### config.mk
export PLATFORM = sky130hd
export DESIGN_NAME = broadcast_storm_limiter_core
export DESIGN_NICKNAME = d
export VERILOG_FILES = /design/src/hdl/bsl_pkg.sv /design/src/hdl/broadcast_storm_limiter_core.sv /design/src/hdl/bsl_ctrl.sv /design/src/hdl/bsl_dp.sv
export SDC_FILE = /design/constraint.sdc
export NUM_CORES = 2
export LEC_CHECK = 0
export ABC_AREA = 1
export BUFFER_PORTS_ARGS = -buffer_cell sky130_fd_sc_hd__buf_2
export CAP_MARGIN = 20
export CELL_PAD_IN_SITES_DETAIL_PLACEMENT = 0
export CELL_PAD_IN_SITES_GLOBAL_PLACEMENT = 2
export CORE_UTILIZATION = 48
export DETAILED_ROUTE_END_ITERATION = 10
export PLACE_DENSITY = 0.95
export SLEW_MARGIN = 10
export SYNTH_ARGS = -nofsm -noshare
export SYNTH_HDL_FRONTEND = slang
export SYNTH_SLANG_ARGS = --single-unit
### constraint.sdc
create_clock -name clk -period 15.3 [get_ports clk]
set_input_delay 1.53 -clock clk [delete_from_list [all_inputs] [get_ports clk]]
set_output_delay 1.53 -clock clk [all_outputs]
set_load 0.01 [all_outputs]
### src/hdl/bsl_pkg.sv
// shared types, constants and command codes for the broadcast storm limiter
// no dependencies
package bsl_pkg;

  localparam int TABLE_DEPTH = 16;
  localparam int IDX_W = $clog2(TABLE_DEPTH);

  localparam logic [2:0] CMD_TICK   = 3'd0;
  localparam logic [2:0] CMD_ADD    = 3'd1;
  localparam logic [2:0] CMD_REMOVE = 3'd2;
  localparam logic [2:0] CMD_RECV   = 3'd3;
  localparam logic [2:0] CMD_SEND   = 3'd4;
  localparam logic [2:0] CMD_BCAST  = 3'd5;

  localparam logic [1:0] ST_DONE    = 2'd0;
  localparam logic [1:0] ST_FULL    = 2'd1;
  localparam logic [1:0] ST_IGNORED = 2'd2;

  localparam logic [1:0] REG_DEGRADE = 2'd0;
  localparam logic [1:0] REG_TIMEOUT = 2'd1;
  localparam logic [1:0] REG_PERCENT = 2'd2;
  localparam logic [1:0] REG_GAP     = 2'd3;

  // commands from controller to datapath
  typedef struct packed {
    logic             load;
    logic             tick_inc;
    logic             age;
    logic             find;
    logic             act;
    logic             bc_mul;
    logic             bc_dec;
    logic             emit_done;
    logic [IDX_W-1:0] idx;
  } bsl_ctrl_t;

  // status from datapath to controller
  typedef struct packed {
    logic [2:0] cmd;
    logic       not_addressed;
    logic       hit;
    logic       entry_valid;
    logic       empty;
    logic       more_after;
  } bsl_stat_t;

endpackage

### src/hdl/broadcast_storm_limiter_core.sv
// top level of the broadcast storm limiter: controller plus datapath
// depends on bsl_pkg, bsl_ctrl, bsl_dp

// An item is taken when start is high and busy is low. Each result shows for
// one cycle with result_valid high and cannot be held off; a broadcast request
// gives one result per valid entry in slot order, last marking the final one,
// or a single result when the table is empty. Tick, add, remove, receive and
// unicast send walk the table one slot per cycle through a single read port;
// a broadcast also steps over free slots one per cycle but spends a multiply
// step on each valid entry for its share test. Configuration writes are
// always ready and are to be made while idle; the block does not enforce it.
module broadcast_storm_limiter_core import bsl_pkg::*; (
  input  logic        clk,
  input  logic        rst,
  input  logic        start,
  output logic        busy,
  input  logic [2:0]  cmd,
  input  logic [31:0] interface_id,
  input  logic [15:0] byte_length,
  input  logic        bcast_dst,
  input  logic        for_us,
  input  logic        cfg_valid,
  output logic        cfg_ready,
  input  logic [1:0]  cfg_index,
  input  logic [19:0] cfg_data,
  output logic        result_valid,
  output logic [1:0]  status,
  output logic [31:0] out_interface,
  output logic        send,
  output logic        last
);

  bsl_ctrl_t ctrl;
  bsl_stat_t stat;

  assign cfg_ready = 1'b1;

  bsl_ctrl u_ctrl (
    .clk   (clk),
    .rst   (rst),
    .start (start),
    .busy  (busy),
    .stat  (stat),
    .ctrl  (ctrl)
  );

  bsl_dp u_dp (
    .clk           (clk),
    .rst           (rst),
    .ctrl          (ctrl),
    .stat          (stat),
    .cmd           (cmd),
    .interface_id  (interface_id),
    .byte_length   (byte_length),
    .bcast_dst     (bcast_dst),
    .for_us        (for_us),
    .cfg_valid     (cfg_valid),
    .cfg_index     (cfg_index),
    .cfg_data      (cfg_data),
    .result_valid  (result_valid),
    .status        (status),
    .out_interface (out_interface),
    .send          (send),
    .last          (last)
  );

endmodule

### src/hdl/bsl_ctrl.sv
// sequencer for the broadcast storm limiter: walks the table one slot a cycle,
// with a multiply step per valid broadcast entry; depends on bsl_pkg
module bsl_ctrl import bsl_pkg::*; (
  input  logic      clk,
  input  logic      rst,
  input  logic      start,
  output logic      busy,
  input  bsl_stat_t stat,
  output bsl_ctrl_t ctrl
);

  localparam logic [2:0] S_IDLE = 3'd0;
  localparam logic [2:0] S_DISP = 3'd1;
  localparam logic [2:0] S_TICK = 3'd2;
  localparam logic [2:0] S_AGE  = 3'd3;
  localparam logic [2:0] S_FIND = 3'd4;
  localparam logic [2:0] S_ACT  = 3'd5;
  localparam logic [2:0] S_BMUL = 3'd6;
  localparam logic [2:0] S_BDEC = 3'd7;

  localparam logic [IDX_W-1:0] IDX_LAST = IDX_W'(TABLE_DEPTH - 1);

  logic [2:0]       state, state_next;
  logic [IDX_W-1:0] idx, idx_next;
  logic             done_pending, done_pending_next;

  assign busy = (state != S_IDLE) || done_pending;

  // next state and commands
  always_comb begin
    state_next = state;
    idx_next = idx;
    done_pending_next = 1'b0;
    ctrl = '0;
    ctrl.idx = idx;
    ctrl.emit_done = done_pending;
    case (state)
      S_IDLE: begin
        if (start && !busy) begin
          ctrl.load = 1'b1;
          state_next = S_DISP;
        end
      end
      S_DISP: begin
        idx_next = '0;
        case (stat.cmd)
          CMD_TICK: state_next = S_TICK;
          CMD_ADD, CMD_REMOVE, CMD_SEND: state_next = S_FIND;
          CMD_RECV: begin
            if (stat.not_addressed) begin
              state_next = S_IDLE;
              done_pending_next = 1'b1;
            end else begin
              state_next = S_FIND;
            end
          end
          CMD_BCAST: begin
            if (stat.empty) begin
              state_next = S_IDLE;
              done_pending_next = 1'b1;
            end else begin
              state_next = S_BMUL;
            end
          end
          default: begin
            state_next = S_IDLE;
            done_pending_next = 1'b1;
          end
        endcase
      end
      S_TICK: begin
        ctrl.tick_inc = 1'b1;
        state_next = S_AGE;
      end
      S_AGE: begin
        ctrl.age = 1'b1;
        idx_next = idx + 1'b1;
        if (idx == IDX_LAST) begin
          state_next = S_IDLE;
          done_pending_next = 1'b1;
        end
      end
      S_FIND: begin
        ctrl.find = 1'b1;
        idx_next = idx + 1'b1;
        if (stat.hit || idx == IDX_LAST) state_next = S_ACT;
      end
      S_ACT: begin
        ctrl.act = 1'b1;
        state_next = S_IDLE;
        done_pending_next = 1'b1;
      end
      S_BMUL: begin
        if (stat.entry_valid) begin
          ctrl.bc_mul = 1'b1;
          state_next = S_BDEC;
        end else begin
          idx_next = idx + 1'b1;
        end
      end
      S_BDEC: begin
        ctrl.bc_dec = 1'b1;
        idx_next = idx + 1'b1;
        state_next = stat.more_after ? S_BMUL : S_IDLE;
      end
      default: state_next = S_IDLE;
    endcase
  end

  // state registers
  always_ff @(posedge clk) begin
    if (rst) begin
      state <= S_IDLE;
      idx <= '0;
      done_pending <= 1'b0;
    end else begin
      state <= state_next;
      idx <= idx_next;
      done_pending <= done_pending_next;
    end
  end

endmodule

### src/hdl/bsl_dp.sv
// datapath: interface table, clocks, configuration registers and result register
// depends on bsl_pkg
module bsl_dp import bsl_pkg::*; (
  input  logic        clk,
  input  logic        rst,
  input  bsl_ctrl_t   ctrl,
  output bsl_stat_t   stat,
  input  logic [2:0]  cmd,
  input  logic [31:0] interface_id,
  input  logic [15:0] byte_length,
  input  logic        bcast_dst,
  input  logic        for_us,
  input  logic        cfg_valid,
  input  logic [1:0]  cfg_index,
  input  logic [19:0] cfg_data,
  output logic        result_valid,
  output logic [1:0]  status,
  output logic [31:0] out_interface,
  output logic        send,
  output logic        last
);

  // configuration
  logic [11:0] degrade_period;
  logic [19:0] entry_timeout;
  logic [6:0]  min_pct;
  logic [11:0] min_gap;

  always_ff @(posedge clk) begin
    if (rst) begin
      degrade_period <= 12'd10;
      entry_timeout <= 20'd86400;
      min_pct <= 7'd5;
      min_gap <= 12'd1;
    end else if (cfg_valid) begin
      case (cfg_index)
        REG_DEGRADE: degrade_period <= cfg_data[11:0];
        REG_TIMEOUT: entry_timeout <= cfg_data;
        REG_PERCENT: min_pct <= cfg_data[6:0];
        REG_GAP:     min_gap <= cfg_data[11:0];
        default: ;
      endcase
    end
  end

  // latched input item
  logic [2:0]  c_cmd;
  logic [31:0] c_if;
  logic [15:0] c_len;
  logic        c_bc;
  logic        c_us;

  always_ff @(posedge clk) begin
    if (ctrl.load) begin
      c_cmd <= cmd;
      c_if <= interface_id;
      c_len <= byte_length;
      c_bc <= bcast_dst;
      c_us <= for_us;
    end
  end

  // table storage
  logic [TABLE_DEPTH-1:0] valid;
  logic [31:0] ent_if [TABLE_DEPTH];
  logic [15:0] rxb [TABLE_DEPTH];
  logic [15:0] rxu [TABLE_DEPTH];
  logic [15:0] txb [TABLE_DEPTH];
  logic [15:0] txu [TABLE_DEPTH];
  logic [31:0] lbt [TABLE_DEPTH];
  logic [31:0] lat [TABLE_DEPTH];
  logic [31:0] now;
  logic [31:0] last_degrade;
  logic        degrade;

  // search results
  logic             found, free_seen;
  logic [IDX_W-1:0] found_idx, free_idx;

  // multiply stage of the share test
  logic [24:0] prod;
  logic [22:0] lhs;

  logic [IDX_W-1:0] addr;
  logic [31:0] r_if, r_lbt, r_lat;
  logic [15:0] r_rxb, r_rxu, r_txb, r_txu;
  logic        r_valid;
  logic [15:0] units;
  logic        len_nz;
  logic [31:0] now_inc;
  logic [TABLE_DEPTH-1:0] after_mask;
  logic [16:0] denom;
  logic        share_ok, gap_ok, bsend;
  logic        have;
  logic [IDX_W-1:0] slot;

  assign slot = found ? found_idx : free_idx;
  assign have = found || free_seen;
  assign addr = ctrl.act ? slot : ctrl.idx;

  assign r_valid = valid[addr];
  assign r_if = ent_if[addr];
  assign r_rxb = rxb[addr];
  assign r_rxu = rxu[addr];
  assign r_txb = txb[addr];
  assign r_txu = txu[addr];
  assign r_lbt = lbt[addr];
  assign r_lat = lat[addr];

  assign units = 16'd1 + {7'd0, c_len[15:9]};
  assign len_nz = (c_len != 16'd0);
  assign now_inc = now + 32'd1;
  assign after_mask = ~((TABLE_DEPTH'(2) << ctrl.idx) - TABLE_DEPTH'(1));
  assign denom = 17'd1 + {1'b0, r_rxb} + {1'b0, r_rxu};
  assign share_ok = ({2'b0, lhs} < prod);
  assign gap_ok = ((now - r_lbt) > {20'd0, min_gap});
  assign bsend = share_ok || gap_ok;

  // status to controller
  always_comb begin
    stat.cmd = c_cmd;
    stat.not_addressed = !c_bc && !c_us;
    stat.hit = r_valid && (r_if == c_if);
    stat.entry_valid = r_valid;
    stat.empty = (valid == '0);
    stat.more_after = |(valid & after_mask);
  end

  // clock and degrade bookkeeping
  always_ff @(posedge clk) begin
    if (rst) begin
      now <= '0;
      last_degrade <= '0;
      degrade <= 1'b0;
    end else if (ctrl.tick_inc) begin
      now <= now_inc;
      degrade <= (now_inc - last_degrade) > {20'd0, degrade_period};
      if ((now_inc - last_degrade) > {20'd0, degrade_period}) last_degrade <= now_inc;
    end
  end

  // share test operands
  always_ff @(posedge clk) begin
    if (ctrl.bc_mul) begin
      prod <= ({18'd0, min_pct} + 25'd1) * {8'd0, denom};
      lhs <= 23'd100 * ({7'd0, r_rxb} + 23'd1);
    end
  end

  // search tracking
  always_ff @(posedge clk) begin
    if (ctrl.load) begin
      found <= 1'b0;
      free_seen <= 1'b0;
    end else if (ctrl.find) begin
      if (stat.hit) begin
        found <= 1'b1;
        found_idx <= ctrl.idx;
      end
      if (!r_valid && !free_seen) begin
        free_seen <= 1'b1;
        free_idx <= ctrl.idx;
      end
    end
  end

  // table updates
  always_ff @(posedge clk) begin
    if (rst) begin
      valid <= '0;
    end else if (ctrl.age) begin
      if (r_valid) begin
        if ((now - r_lat) > {12'd0, entry_timeout}) begin
          valid[addr] <= 1'b0;
        end else if (degrade) begin
          rxb[addr] <= r_rxb >> 1;
          rxu[addr] <= r_rxu >> 1;
          txb[addr] <= r_txb >> 1;
          txu[addr] <= r_txu >> 1;
        end
      end
    end else if (ctrl.act) begin
      if (c_cmd == CMD_REMOVE) begin
        if (found) valid[addr] <= 1'b0;
      end else if (!found && free_seen) begin
        // new entry, with the packet folded in
        valid[addr] <= 1'b1;
        ent_if[addr] <= c_if;
        lbt[addr] <= '0;
        lat[addr] <= now;
        txb[addr] <= '0;
        rxb[addr] <= (c_cmd == CMD_RECV && c_bc && len_nz) ? units : 16'd0;
        rxu[addr] <= (c_cmd == CMD_RECV && !c_bc && len_nz) ? units : 16'd0;
        txu[addr] <= (c_cmd == CMD_SEND && len_nz) ? units : 16'd0;
      end else if (found && len_nz) begin
        if (c_cmd == CMD_RECV) begin
          if (c_bc) rxb[addr] <= r_rxb + units;
          else rxu[addr] <= r_rxu + units;
          lat[addr] <= now;
        end else if (c_cmd == CMD_SEND) begin
          txu[addr] <= r_txu + units;
          lat[addr] <= now;
        end
      end
    end else if (ctrl.bc_dec) begin
      if (bsend && len_nz) begin
        txb[addr] <= r_txb + units;
        lat[addr] <= now;
        lbt[addr] <= now;
      end
    end
  end

  // status of the finishing command
  logic [1:0] st_code;
  always_ff @(posedge clk) begin
    if (ctrl.load) begin
      st_code <= (cmd == CMD_RECV && !bcast_dst && !for_us) ? ST_IGNORED : ST_DONE;
    end else if (ctrl.act && c_cmd != CMD_REMOVE && !have) begin
      st_code <= ST_FULL;
    end
  end

  // result register
  always_ff @(posedge clk) begin
    if (rst) begin
      result_valid <= 1'b0;
    end else begin
      result_valid <= ctrl.emit_done || ctrl.bc_dec;
    end
  end

  always_ff @(posedge clk) begin
    if (ctrl.bc_dec) begin
      status <= ST_DONE;
      out_interface <= r_if;
      send <= bsend;
      last <= !stat.more_after;
    end else if (ctrl.emit_done) begin
      status <= st_code;
      out_interface <= '0;
      send <= (c_cmd == CMD_BCAST);
      last <= 1'b1;
    end
  end

endmodule

### Word level (Yosys, flattened, before mapping)

Memory sizes are Yosys's and may differ from the RTL's.
Index checks and enable logic that the tools add are counted.
W data, S select, Z words.

| storage, ports and cells | value |
|---|---|
| memories kept | 5 |
| input port bits | 79 |
| flip-flop bits (word level) | 288 |
| logic and storage cells | 264 |
| output and inout port bits | 39 |
| RAM bits | 2,048 |

Memory list:

| name | words | width | read ports | clocked after memory_dff | write ports | RTL line | source |
|---|---|---|---|---|---|---|---|
| u_dp.ent_if | 16 | 32 | 1 | 0 | 1 | bsl_dp.sv:65 | `logic [31:0] ent_if [TABLE_DEPTH];` |
| u_dp.lat | 16 | 32 | 1 | 0 | 1 | bsl_dp.sv:71 | `logic [31:0] lat [TABLE_DEPTH];` |
| u_dp.lbt | 16 | 32 | 1 | 0 | 1 | bsl_dp.sv:70 | `logic [31:0] lbt [TABLE_DEPTH];` |
| u_dp.rxb | 16 | 16 | 1 | 0 | 1 | bsl_dp.sv:66 | `logic [15:0] rxb [TABLE_DEPTH];` |
| u_dp.rxu | 16 | 16 | 1 | 0 | 1 | bsl_dp.sv:67 | `logic [15:0] rxu [TABLE_DEPTH];` |

| operators by class | value |
|---|---|
| shifts and indexed selects | 1 |
| $lt $le $gt $ge | 6 |
| bitwise operators | 14 |
| reductions and logical operators | 58 |
| multiply operators | 2 |
| add/sub/neg operators | 13 |
| eq/ne operators | 27 |
| mux-type cells | 110 |

Operators with widths:

| operator | number |
|---|---|
| $mux W16 | 13 |
| $mux W32 | 6 |
| $sub A32 B32 Y32 | 3 |
| $mux W1 | 71 |
| $gt A32 B12 Y1 | 2 |
| $add A16 B16 Y16 | 2 |
| $add A32 B1 Y32 const B | 1 |
| $and A16 B16 Y16 | 2 |
| $eq A32 B32 Y1 | 1 |
| $gt A32 B20 Y1 | 1 |
| $not A16 Y16 | 2 |
| $lt A23 B25 Y1 | 1 |
| $mul A25 B17 Y25 | 1 |
| $pmux W3 S8 | 1 |
| $mul A5 B23 Y21 const A | 1 |
| $mux W3 | 7 |
| $eq A3 B3 Y1 const B | 6 |
| $add A1 B16 Y17 const A | 1 |
| $add A16 B1 Y17 const B | 1 |
| $add A17 B16 Y17 | 1 |
| $logic_and A1 B1 Y1 | 16 |
| $logic_not A16 Y1 | 1 |
| $or A16 B16 Y16 | 1 |
| $reduce_and A2 Y1 | 8 |
| 37 further kinds | 81 |

### Depth between registers and ports, before layout

An unclocked memory read counts as a cell.

| logic depth | value |
|---|---|
| depth in word-level cells | 15 |
| depth in mapped cells | 54 |
| depth with buffers taken out | 50 |

### Modules after synthesis

Synthesis repeated with hierarchy kept, for this count alone.

| second synthesis, totals | value |
|---|---|
| cell total of the unflattened synthesis | 8,677 |
| area, all modules | 103,977.2 um2 |

By module, submodules not included:

| module | times used | sequential area each (um2) | cells each | area an instance (um2) |
|---|---|---|---|---|
| bsl_dp | 1 | 68,535.7 | 8,576 | 103,385.4 |
| bsl_ctrl | 1 | 160.2 | 99 | 580.6 |
| broadcast_storm_limiter_core | 1 | 0.0 | 2 | 11.3 |

### Worst setup path before layout

Ideal clock, no wire load.

| timing | value |
|---|---|
| kind | register to register |
| from | register u_ctrl.state[0] |
| to | register u_dp.prod[23], data pin |
| setup time | 0.258 ns |
| required time | 15.042 ns |
| data arrival time | 7.919 ns |
| path slack | 7.124 ns |
| cell stages (with the launch flop) | 52 |
| clock period less this slack | 8.176 ns |
| path buffers | 6 |
| path through | dfxtp_1 > buf_4 > nand3_4 > nand2_2 > nand2_8 > nor2_4 > clkinv_2 > buf_4 > buf_4 > buf_4 > buf_4 > buf_2 > o22ai_1 > o21ai_0 > nand4_1 > ha_1 > inv_1 > fa_1 > [... 16 more ...] > nor2_1 > fa_1 > inv_1 > fa_1 > fa_1 > fa_1 > inv_1 > ha_1 > nand2_1 > o21ai_0 > nand3_1 > nand2_1 > nand2_1 > nand2_1 > a21oi_1 > nor2_1 > nor2_1 > xnor2_1 |

| on the way | value |
|---|---|
| cells in the longest elaborated chain, start to end | 7 |
| elaborated cells between the ends (all ways) | 8 |
| classes of those cells | add/sub: 2; mul: 1; eq/ne: 1; mux: 2; memory: 2 |

Ends and longest elaborated chain:

| item | RTL line | source |
|---|---|---|
| start, declared | bsl_ctrl.sv:23 | `logic [2:0] state, state_next;` |
| start signal, assigned | bsl_ctrl.sv:117 | `state <= state_next;` |
| $eq A3 B3 Y1 (*) | bsl_ctrl.sv:37 | `case (state)` |
| $mux W1 (*) | bsl_ctrl.sv:37 |  |
| $mux W4 (*) | bsl_dp.sv:99 | `assign addr = ctrl.act ? slot : ctrl.idx;` |
| $mem_v2 Z16 W16 | -- |  |
| $add A1 B16 Y17 | bsl_dp.sv:114 | `assign denom = 17'd1 + {1'b0, r_rxb} + {1'b0, r_rxu};` |
| $add A17 B16 Y17 (*) | bsl_dp.sv:114 |  |
| $mul A25 B17 Y25 (*) | bsl_dp.sv:145 | `prod <= ({18'd0, min_pct} + 25'd1) * {8'd0, denom};` |
| end signal, assigned | bsl_dp.sv:145 |  |
| end, declared | bsl_dp.sv:81 | `logic [24:0] prod;` |

Every way passes the cells marked *; elsewhere a longest branch is shown, timed or not.
A chain may end at the register's enable or synchronous reset.

### Final worst setup path

Same ends and word-level chain as after synthesis.

==> impl_metrics.json <==
{
  "place_hpwl_mm": 179,
  "holdPathEnd": "u_dp.entry_timeout[1]",
  "vias": 70800,
  "required_ns": 15.96,
  "clk_pin_slew_ns": 0.07,
  "first_iter_violations": 8899,
  "grt_max_degree": 114,
  "synthesis.instances": 8704,
  "synth_nets": 9190,
  "r2r_slack_ns": 4.48,
  "crit_top_cell": "nand2_1",
  "routed-wl-met3_mm": 26.9,
  "min_path_type": "flip-flop to flip-flop",
  "finalCriticalPeriod_ns": 10.82,
  "wl_met2_mm": 142,
  "end_kind": "flip-flop",
  "rows": 170,
  "grt_pass1_wl_mm": 442,
  "place.gp.congestion": 0.896,
  "synth-seq-cells": 2336,
  "yosysWarnings": 0,
  "tns_ns": 0,
  "period_share": 0.707,
  "wl_met1_mm": 123,
  "critPathKind": "flip-flop to flip-flop",
  "io_pins": 118,
  "antenna_found_initial": 13,
  "fin_nets": 9339,
  "final_layout_size_suffix_gt1_frac": 0.0892,
  "clock_latency_ns": 0.91,
  "highest_layer": "met5",
  "drv_cap": 0,
  "cts-root-buf": "clkbuf_16",
  "io_buffer_count": 116,
  "final_common_cell": "edfxtp_1",
  "avgRoutedWirePerCell_um": 25.3,
  "clk_path_buf_depth": 3,
  "vias_per_cell": 5.95,
  "track_usage": 0.273,
  "rsz0062_at_grt": "false",
  "finalSetupViolCount": 0,
  "synth_area_sq_um": 104000,
  "fmaxAchievable_ghz": 0.0925,
  "holdBufCountCts": 0,
  "dieHeight_um": 467,
  "cts.repair.resized": 0,
  "synth_flop_cell": "edfxtp_1",
  "tightest_slew_ns": 1.19,
  "crit_path_max_fanout": 66,
  "syn2layout_area_growth_pct": 11.8,
  "crit_slowest_cell": "buf_4",
  "drc_errors": 0,
  "arrival_ns": 11.47,
  "fp.coreArea_sq_um": 215000,
  "finClkSkew_ns": 0.0547,
  "ant_nets": 0,
  "hp-start": "u_dp.entry_timeout[1]",
  "r2r_end": "u_dp.prod[23]",
  "first_global_vias": 68700,
  "start_util": 0.483,
  "grt-ovfl-total": 0,
  "ys_seq_area_frac": 0.663,
  "holdPathStages": 2,
  "cts_tree": "yes",
  "cts_sinks": 2336,
  "slew_headroom": 0.201,
  "ys_types": 70,
  "cts_buffers": 227,
  "drt_pre_antenna_iters": 9,
  "slew_viol_final": 0,
  "cts_setup_buffers": 0,
  "outcome": "complete, no violations",
  "die_x_um": 467,
  "reg2regPathDepth": 44,
  "mostFrequentLayoutCells": "edfxtp_1 (2,191), nand2_1 (1,824), inv_1 (574), a21oi_1 (563), nor2_1 (544)",
  "ys_async_sr_fraction": 0,
  "cts.htree.levels": 4,
  "synth_edf_count": 2191,
  "cp_slowest_stage_delay_ns": 0.73,
  "die_area_sq_um": 218000,
  "cp-start-kind": "flip-flop",
  "drt_wl_total_mm": 301,
  "syn_area_per_cell_sq_um": 11.9,
  "worstReg2RegStart": "u_ctrl.state[0]",
  "hold_violations": 0
}
[logic make-up after synthesis]
| logic type | after synthesis | synth area share |
|---|---|---|
| simple gates | 2923 | 0.117 |
| flops | 2336 | 0.663 |
| compound gates | 1892 | 0.110 |
| buf+inv | 975 | 0.0382 |
| fa+ha+maj | 407 | 0.0570 |
| xor+xnor | 170 | 0.0144 |
| other cells | 1 | 0.0000362 |
[metrics by stage]
step | worst slack (ns) | utilization | area [sq um] | instances | hold WS (ns)
global placement | 4.46 | 0.504 | 108000 | 11400 | 0.447
CTS | 4.46 | 0.539 | 116000 | 11900 | 0.461
floorplan | 7.12 | - | 104000 | 8704 | 0.420
detailed placement | 4.47 | 0.504 | 108000 | 11400 | 0.451
finish | 4.48 | 0.539 | 116000 | 11900 | 0.460
global route | 3.53 | 0.539 | 116000 | 11900 | 0.477
[worst max-delay path by stage]
| stage | from | to | slack (ns) | depth (start not counted) |
|---|---|---|---|---|
| 2_1_floorplan | u_ctrl.state[0] | u_dp.prod[23] | 7.12 | 51 |
| 3_3_place_gp | u_ctrl.state[0] | u_dp.prod[23] | 4.46 | 42 |
| 3_5_place_dp | u_ctrl.state[0] | u_dp.prod[23] | 4.47 | 42 |
| 4_1_cts | u_ctrl.state[0] | u_dp.prod[23] | 4.46 | 42 |
| 5_1_grt | u_ctrl.state[0] | u_dp.prod[23] | 3.53 | 42 |
| 6_report | u_ctrl.state[0] | u_dp.prod[23] | 4.48 | 44 |
[flip-flops by register name, indices dropped and copies added, names as in the netlist, 3 cells and up, named ones only]
register	count
u_dp.c_cmd	3
u_dp.rxb	256
u_dp.c_if	32
u_dp.free_idx	4
u_dp.out_interface	32
u_dp.last_degrade	32
u_dp.min_gap	12
u_dp.lat	512
u_dp.prod	25
u_dp.lhs	21
u_ctrl.idx	4
u_dp.min_pct	7
u_dp.lbt	512
u_dp.degrade_period	12
u_ctrl.state	3
u_dp.now	32
u_dp.entry_timeout	20
u_dp.ent_if	512
u_dp.found_idx	4
u_dp.c_len	16
u_dp.rxu	256
[layer usage]
layer	global-route usage	vias to the layer above
li1	-	31700
met1	0.378	35100
met2	0.447	3490
met3	0.0396	511
met4	0.0826	6
met5	0	-
[critical path, delay by kind of cell (launching register included)]
kind                     cells  cell delay, ns
AO/OA/AOI/OAI                9            1.61
XOR/XNOR                     2            0.65
adder cells (fa/ha/maj)      7            2.71
buffers and inverters        6            1.77
flip-flops                   1            0.58
AND/OR/NAND/NOR             20            3.11
[cell usage after synthesis, types with 12 or more instances]
master,n,area (sq um)
edfxtp_1,2191,65800
nand2_1,1825,6850
a21oi_1,627,3140
inv_1,576,2160
nor2_1,564,2120
a22oi_1,512,3840
o21ai_0,338,1690
ha_1,299,3740
nand3_1,259,1300
o22ai_1,259,1620
clkbuf_1,205,769
dfxtp_1,145,2900
xor2_1,125,1090
buf_2,117,586
fa_1,108,2160
nor4_1,69,432
nand4_1,66,413
nor3_1,56,280
xnor2_1,45,394
o21bai_1,28,210
buf_4,26,195
buf_1,24,90.1
o21ai_1,24,120
o211ai_1,19,143
inv_2,14,52.6
o221ai_1,14,123
a21o_1,13,97.6
nor2_2,12,75.1
[cell type report]
class | count | area (sq um)
antenna | 7 | 17.5
timing repair buffer | 298 | 1960
inverter | 597 | 2270
clock inverter | 155 | 1610
multi-input combinational | 5393 | 31800
clock buffer | 270 | 5900
tap | 2838 | 3550
fill | 17700 | 98800
sequential | 2336 | 68700
Power is left out: the tool's default activity adds up to more than one toggle a clock period on the data nets, which glitch-free logic cannot reach.
